File: config.mk
export PLATFORM = sky130hd
export DESIGN_NAME = bit_stream_crc_engine
export DESIGN_NICKNAME = d
export VERILOG_FILES = /design/src/design/bsce_pkg.sv /design/src/design/bsce_state_mem.sv /design/src/design/bsce_update.sv /design/src/design/bsce_emit.sv /design/src/design/bit_stream_crc_engine.sv
export SDC_FILE = /design/constraint.sdc
export NUM_CORES = 1
export LEC_CHECK = 0
export BUFFER_PORTS_ARGS = -buffer_cell sky130_fd_sc_hd__buf_4
export CAP_MARGIN = 10
export CORE_ASPECT_RATIO = 0.8
export CORE_MARGIN = 8
export CORE_UTILIZATION = 50
export CTS_CLUSTER_DIAMETER = 40
export DETAILED_ROUTE_END_ITERATION = 12
export PLACE_DENSITY = 0.68
export SLEW_MARGIN = 20
export SYNTH_ARGS = -nofsm -noshare
export SYNTH_HDL_FRONTEND = slang
export SYNTH_HIERARCHICAL = 1
export SYNTH_SLANG_ARGS = --single-unit
export TNS_END_PERCENT = 30
File: constraint.sdc
create_clock -name clk -period 18.05 [get_ports clk]
set_input_delay 1.805 -clock clk [delete_from_list [all_inputs] [get_ports clk]]
set_output_delay 1.805 -clock clk [all_outputs]
set_load 0.01 [all_outputs]
File: src/design/bsce_pkg.sv
package bsce_pkg;

  // Configuration register indexes
  localparam logic [1:0] CFG_POLYNOMIAL  = 2'd0;
  localparam logic [1:0] CFG_ORDER_BYTES = 2'd1;
  localparam logic [1:0] CFG_ATTACH_MODE = 2'd2;

  // Reset values of the configuration registers
  localparam logic [32:0] POLY_RESET        = 33'h001864CFB;
  localparam logic [2:0]  ORDER_BYTES_RESET = 3'd3;

  localparam int CRC_W = 32;

  // Order code: 0..3 selects order 8, 16, 24, 32
  typedef logic [1:0] order_code_t;

  // Result job handed from the update stage to the output stage
  typedef struct packed {
    logic [CRC_W-1:0] crc;
    order_code_t      order;
    logic             attach;
  } crc_job_t;

  // Saturate the byte count of the order to 1..4, return as 0..3
  function automatic order_code_t order_code(input logic [2:0] ob);
    order_code_t c;
    c = 2'd0;
    unique case (ob)
      3'd0, 3'd1: c = 2'd0;
      3'd2:       c = 2'd1;
      3'd3:       c = 2'd2;
      default:    c = 2'd3;
    endcase
    return c;
  endfunction

  // Mask of the active CRC bits for an order code
  function automatic logic [CRC_W-1:0] order_mask(input order_code_t c);
    logic [CRC_W-1:0] m;
    m = '1;
    unique case (c)
      2'd0:    m = 32'h0000_00FF;
      2'd1:    m = 32'h0000_FFFF;
      2'd2:    m = 32'h00FF_FFFF;
      default: m = 32'hFFFF_FFFF;
    endcase
    return m;
  endfunction

  // Top bit of the remainder for an order code
  function automatic logic crc_top(input logic [CRC_W-1:0] crc, input order_code_t c);
    logic t;
    t = 1'b0;
    unique case (c)
      2'd0:    t = crc[7];
      2'd1:    t = crc[15];
      2'd2:    t = crc[23];
      default: t = crc[31];
    endcase
    return t;
  endfunction

endpackage

File: src/design/bsce_state_mem.sv
module bsce_state_mem
  import bsce_pkg::*;
(
  input  logic             clk,
  input  logic             rst_n,
  input  logic             we,
  input  logic [CRC_W-1:0] wdata,
  output logic [CRC_W-1:0] rdata
);

  // Remainder store: one entry, synchronous write, registered read
  logic [CRC_W-1:0] mem [1];
  logic [CRC_W-1:0] rd_q_r;
  logic             valid_r;
  logic             fwd_r;
  logic [CRC_W-1:0] fwd_data_r;

  always_ff @(posedge clk) begin
    if (we) begin
      mem[0] <= wdata;
    end
    rd_q_r     <= mem[0];
    fwd_data_r <= wdata;
  end

  // Entry valid bit and write-to-read forwarding flag
  always_ff @(posedge clk) begin
    if (!rst_n) begin
      valid_r <= 1'b0;
      fwd_r   <= 1'b0;
    end else begin
      if (we) begin
        valid_r <= 1'b1;
      end
      fwd_r <= we;
    end
  end

  // The registered read lags one write behind; forward that write
  always_comb begin
    if (fwd_r) begin
      rdata = fwd_data_r;
    end else if (valid_r) begin
      rdata = rd_q_r;
    end else begin
      rdata = '0;
    end
  end

  a_fwd_matches_write: assert property (@(posedge clk) disable iff (!rst_n)
    we |=> rdata == $past(wdata))
    else $error("state read does not return the last written remainder");

endmodule

File: src/design/bsce_update.sv
module bsce_update
  import bsce_pkg::*;
(
  input  logic             clk,
  input  logic             rst_n,
  // input transaction
  input  logic             in_valid,
  output logic             in_ready,
  input  logic [7:0]       data_byte,
  input  logic [3:0]       bit_count,
  input  logic             last_item,
  // configuration
  input  logic [32:0]      poly_cfg,
  input  logic [2:0]       order_bytes_cfg,
  input  logic             attach_cfg,
  // state memory
  output logic             mem_we,
  output logic [CRC_W-1:0] mem_wdata,
  input  logic [CRC_W-1:0] mem_rdata,
  // result job
  output logic             job_valid,
  input  logic             job_ready,
  output crc_job_t         job
);

  logic             s1_valid_r;
  logic [7:0]       s1_data_r;
  logic [3:0]       s1_count_r;
  logic             s1_last_r;
  logic             s1_adv;
  logic [3:0]       count_sat;
  order_code_t      ocode;
  logic [CRC_W-1:0] mask;
  logic [CRC_W-1:0] poly;
  logic [CRC_W-1:0] crc_new;
  logic             fb;

  assign s1_adv   = s1_valid_r && (!s1_last_r || job_ready);
  assign in_ready = !s1_valid_r || s1_adv;

  // Input stage register
  always_ff @(posedge clk) begin
    if (!rst_n) begin
      s1_valid_r <= 1'b0;
    end else if (in_ready) begin
      s1_valid_r <= in_valid;
    end
  end

  always_ff @(posedge clk) begin
    if (in_ready && in_valid) begin
      s1_data_r  <= data_byte;
      s1_count_r <= bit_count;
      s1_last_r  <= last_item;
    end
  end

  // Bit-serial LFSR steps over the valid leading bits of the byte
  always_comb begin
    ocode     = order_code(order_bytes_cfg);
    mask      = order_mask(ocode);
    poly      = poly_cfg[CRC_W-1:0] & mask;
    count_sat = (s1_count_r > 4'd8) ? 4'd8 : s1_count_r;
    crc_new   = mem_rdata & mask;
    fb        = 1'b0;
    for (int k = 0; k < 8; k++) begin
      if (4'(k) < count_sat) begin
        fb      = crc_top(crc_new, ocode) ^ s1_data_r[7-k];
        crc_new = (crc_new << 1) & mask;
        if (fb) begin
          crc_new = crc_new ^ poly;
        end
      end
    end
  end

  // Write back; the remainder clears at the end of a message
  assign mem_we    = s1_adv;
  assign mem_wdata = s1_last_r ? '0 : crc_new;

  assign job_valid  = s1_valid_r && s1_last_r;
  assign job.crc    = crc_new;
  assign job.order  = ocode;
  assign job.attach = attach_cfg;

  a_clear_after_last: assert property (@(posedge clk) disable iff (!rst_n)
    s1_adv && s1_last_r |=> mem_rdata == '0)
    else $error("remainder not cleared after the last transaction");

  a_stall_only_on_job: assert property (@(posedge clk) disable iff (!rst_n)
    s1_valid_r && !in_ready |-> s1_last_r && !job_ready)
    else $error("update stage stalled without a blocked result");

endmodule

File: src/design/bsce_emit.sv
module bsce_emit
  import bsce_pkg::*;
(
  input  logic             clk,
  input  logic             rst_n,
  input  logic             job_valid,
  output logic             job_ready,
  input  crc_job_t         job,
  output logic             out_valid,
  input  logic             out_ready,
  output logic [CRC_W-1:0] crc_value,
  output logic             crc_bit,
  output logic             final_result
);

  logic             busy_r;
  logic             attach_r;
  logic [CRC_W-1:0] crc_r;
  logic [4:0]       idx_r;
  logic             beat_done;
  logic             is_final;

  assign out_valid = busy_r;
  assign beat_done = busy_r && out_ready;
  assign is_final  = !attach_r || (idx_r == 5'd0);
  assign job_ready = !busy_r || (beat_done && is_final);

  // Result serializer control
  always_ff @(posedge clk) begin
    if (!rst_n) begin
      busy_r <= 1'b0;
    end else if (job_valid && job_ready) begin
      busy_r <= 1'b1;
    end else if (beat_done && is_final) begin
      busy_r <= 1'b0;
    end
  end

  always_ff @(posedge clk) begin
    if (job_valid && job_ready) begin
      crc_r    <= job.crc;
      attach_r <= job.attach;
      idx_r    <= {job.order, 3'b111};
    end else if (beat_done) begin
      idx_r <= idx_r - 5'd1;
    end
  end

  // Output fields: word mode gives the CRC, attach mode one bit per transaction
  assign crc_value    = attach_r ? '0 : crc_r;
  assign crc_bit      = attach_r ? crc_r[idx_r] : 1'b0;
  assign final_result = is_final;

  a_take_job_busy: assert property (@(posedge clk) disable iff (!rst_n)
    job_valid && job_ready |=> busy_r)
    else $error("serializer did not start on a taken result");

  a_final_frees: assert property (@(posedge clk) disable iff (!rst_n)
    beat_done && is_final && !job_valid |=> !busy_r)
    else $error("serializer stayed busy after its final transaction");

endmodule

File: src/design/bit_stream_crc_engine.sv
// MSB-first CRC engine with a configurable polynomial of order 8 to 32.
// Input stream: one transaction per message byte. in_tdata carries the byte
// (first message bit in bit 7) and the count of valid leading bits; in_tlast
// marks the final byte of a message. Output stream: on each message end the
// CRC comes either as one word transaction, or in attach mode as one
// transaction per CRC bit, MSB first, out_tlast on the last bit.
// Configuration: cfg_we writes register cfg_index (0 polynomial, 1 order in
// bytes, 2 attach mode) from cfg_wdata; write only while idle.
// Throughput: one input byte per cycle unless in_tready is low. The remainder
// lives in a one-entry store read every cycle, with the previous write
// forwarded, so back-to-back bytes update without bubbles. A last byte is
// registered in the input stage; out_tvalid rises once the output stage has
// registered its result. In attach mode the output stage sends the result
// bit by bit, which then bounds the message rate.
// Reset (rst_n, synchronous) clears the remainder and loads the register
// defaults. When out_tready is low the output holds and, once the pending
// result and one more last byte are queued, in_tready drops.
module bit_stream_crc_engine
  import bsce_pkg::*;
(
  input  logic        clk,
  input  logic        rst_n,
  input  logic        in_tvalid,
  output logic        in_tready,
  input  logic [15:0] in_tdata,   // [7:0] data_byte, [11:8] bit_count, [15:12] zero
  input  logic        in_tlast,   // last_item
  output logic        out_tvalid,
  input  logic        out_tready,
  output logic [39:0] out_tdata,  // [31:0] crc_value, [32] crc_bit, [39:33] zero
  output logic        out_tlast,  // final_result
  input  logic        cfg_we,
  input  logic [1:0]  cfg_index,
  input  logic [32:0] cfg_wdata
);

  logic [32:0]      poly_r;
  logic [2:0]       order_bytes_r;
  logic             attach_r;
  logic             mem_we;
  logic [CRC_W-1:0] mem_wdata;
  logic [CRC_W-1:0] mem_rdata;
  logic             job_valid;
  logic             job_ready;
  crc_job_t         job;
  logic [CRC_W-1:0] crc_value;
  logic             crc_bit;

  // Configuration registers
  always_ff @(posedge clk) begin
    if (!rst_n) begin
      poly_r        <= POLY_RESET;
      order_bytes_r <= ORDER_BYTES_RESET;
      attach_r      <= 1'b0;
    end else if (cfg_we) begin
      unique case (cfg_index)
        CFG_POLYNOMIAL:  poly_r        <= cfg_wdata;
        CFG_ORDER_BYTES: order_bytes_r <= cfg_wdata[2:0];
        CFG_ATTACH_MODE: attach_r      <= cfg_wdata[0];
        default: ;
      endcase
    end
  end

  bsce_state_mem u_mem (
    .clk   (clk),
    .rst_n (rst_n),
    .we    (mem_we),
    .wdata (mem_wdata),
    .rdata (mem_rdata)
  );

  bsce_update u_update (
    .clk             (clk),
    .rst_n           (rst_n),
    .in_valid        (in_tvalid),
    .in_ready        (in_tready),
    .data_byte       (in_tdata[7:0]),
    .bit_count       (in_tdata[11:8]),
    .last_item       (in_tlast),
    .poly_cfg        (poly_r),
    .order_bytes_cfg (order_bytes_r),
    .attach_cfg      (attach_r),
    .mem_we          (mem_we),
    .mem_wdata       (mem_wdata),
    .mem_rdata       (mem_rdata),
    .job_valid       (job_valid),
    .job_ready       (job_ready),
    .job             (job)
  );

  bsce_emit u_emit (
    .clk          (clk),
    .rst_n        (rst_n),
    .job_valid    (job_valid),
    .job_ready    (job_ready),
    .job          (job),
    .out_valid    (out_tvalid),
    .out_ready    (out_tready),
    .crc_value    (crc_value),
    .crc_bit      (crc_bit),
    .final_result (out_tlast)
  );

  assign out_tdata = {7'd0, crc_bit, crc_value};

endmodule

==> flow_metrics.env <==
export IMPL_clk_latency_ps=450
export IMPL_crit_slowest_cell="or3_1"
export IMPL_layout_drive_gt1_share=0.125
export IMPL_peakVddDrop_mv=0.0607
export IMPL_ant_nets=0
export IMPL_critPathMaxStageDelay_ps=940
export IMPL_gr_total_overflow=0
export IMPL_holdPathStages=0
export IMPL_drt_total_wl_mm=57.1
export IMPL_cts_tree="done"
export IMPL_place_area_sq_mm=0.0167
export IMPL_syn_area_sq_mm=0.0159
export IMPL_slew_violations=0
export IMPL_first_iter_violations=1955
export IMPL_numCtsBuffers=17
export IMPL_grt_usage=0.292
export IMPL_cts_max_path_buffers=2
export IMPL_hold_viol=0
export IMPL_crit_type="register to register"
export IMPL_cts_root_buf="clkbuf_16"
export IMPL_viasPerCell=6.37
export IMPL_min_path_type="register to register"
export IMPL_fin_hold_ws_ps=328
export IMPL_syn2layout_area_growth_pct=8.88
export IMPL_postSynthCellCount=2022
export IMPL_worst_pin_slew_ps=1140
export IMPL_diodes=0
export IMPL_die_h_microns=175
export IMPL_ff2ff_setup_slack_ps=3900
export IMPL_dpl_hpwl_mm=42.0
export IMPL_dieArea_sq_mm=0.0377
export IMPL_cts_reportedPaths_clkPinSlew_ps=90
export IMPL_worstPathRequired_ps=18230
export IMPL_cp_common_cell="buf_4"
export IMPL_rows=58
export IMPL_cts_hold_buf=0
export IMPL_firstDrtPassIters=6
export IMPL_final_area_sq_mm=0.0173
export IMPL_finClkSkew_ps=17.1
export IMPL_period_share=0.784
export IMPL_placed_cells_incl_taps=2413
export IMPL_min_period_ps=14150
export IMPL_power_leakage_uw=0.00674
export IMPL_relSlewSlack=0.243
export IMPL_topRoutingLayerUsed="met4"
export IMPL_cp_start_kind="register"
export IMPL_vias=15580
export IMPL_dr_wl_met2_mm=24.9
export IMPL_place_gp_congestion=0.981
export IMPL_fp_dieW_microns=215
export IMPL_grt_pass1_vias=14222
export IMPL_clock_sinks=187
export IMPL_path_max_fanout=34
export IMPL_wl_met1_mm=24.3
export IMPL_cts_resized=0
export IMPL_final_cells=2445
export IMPL_antenna_found_initial=0
export IMPL_start_util=0.506
export IMPL_dr_wl_met3_mm=5.48
export IMPL_setup_violations=0
export IMPL_grt_pass1_wl_mm=86.0
export IMPL_p_per_area_mw_per_mm2=108
export IMPL_final_util=0.551
export IMPL_wire_per_inst_microns=23.4
export IMPL_io_buffers=87
export IMPL_yosysWarnings=6
export IMPL_post_cts_buffers=0
export IMPL_grt_max_degree=65
export IMPL_final_setup_tns_ps=0
export IMPL_rsz0062_at_grt="false"
export IMPL_io_pins=100
export IMPL_fmax_mhz=70.7
export IMPL_avgSynthCellArea_sq_um=7.85
export IMPL_maxCapViolations=0
export IMPL_end_kind="register"
export IMPL_drc_errors=0
export IMPL_reg2reg_depth=34
export IMPL_fin_nets=2070
export IMPL_cp_arrival_ps=14330
export IMPL_cts_htree_levels=4
export IMPL_status="finished, final reports clean"
export IMPL_core_area_sq_mm=0.0314
[critical path, delay by kind of cell, from the launching register on]
family / cells / cell delay (ps)
compound gates: 15 / 6160
mux: 2 / 1120
xor+xnor: 1 / 140
flops: 1 / 300
buf+inv: 4 / 1070
simple gates: 12 / 5040
[power breakdown]
part,internal (uW),switching (uW),total [uW]
Clock,191,197,388
Sequential,504,33.9,538
Combinational,352,589,941
Total,1050,821,1870
[metrics by stage]
| stage | total power, uW | setup WS [ps] |
|---|---|---|
| after floorplan | 1230 | 8840 |
| after global placement | 1440 | 4420 |
| after detailed placement | 1460 | 4460 |
| final | 1870 | 3900 |
| after global routing | 1960 | 3200 |
| after CTS | 1850 | 4400 |
[state kept, by name (all words and copies together), names as in the netlist, 3 cells and up]
signal,cells
u_emit/idx_r,5
u_mem/mem,32
poly_r,32
order_bytes_r,3
u_mem/rd_q_r,32
u_update/s1_count_r,4
u_emit/crc_r,32
u_update/s1_data_r,8
u_mem/fwd_data_r,32
[final timing paths]
path | startpoint | endpoint
max | u_mem/fwd_r | u_emit/crc_r[16]
min reg2reg | u_mem/mem[0][15] | u_mem/rd_q_r[15]
max reg2reg | u_mem/fwd_r | u_emit/crc_r[16]
min | u_mem/mem[0][15] | u_mem/rd_q_r[15]
[placed cells by master (no fill, tap or decap), types with 34 or more instances in the layout]
cell type,count
inv_1,43
xor2_1,83
dfxtp_1,106
a21oi_1,149
nor2_1,230
mux2i_1,59
nand3_1,56
xnor2_1,106
a22o_1,34
nor3_1,54
edfxtp_1,80
nand2_1,243
a211oi_1,39
o21ai_0,92
nor2b_1,49
buf_4,133
[per-layer routing]
layer  up-vias  GRT usage
met2       818      0.446
met3       140     0.0543
met1      7370      0.398
li1       7252          -
met5         -          0
met4         0      0.131
[area by class of cell]
class / instances / area [sq um]
timing repair buffer: 133 / 998
fill: 2940 / 14100
clock buffer: 17 / 425
inverter: 47 / 176
multi-input combinational: 1626 / 10400
sequential: 187 / 4550
tap: 420 / 526
clock inverter: 15 / 194
(Power assumes the default switching activity.)
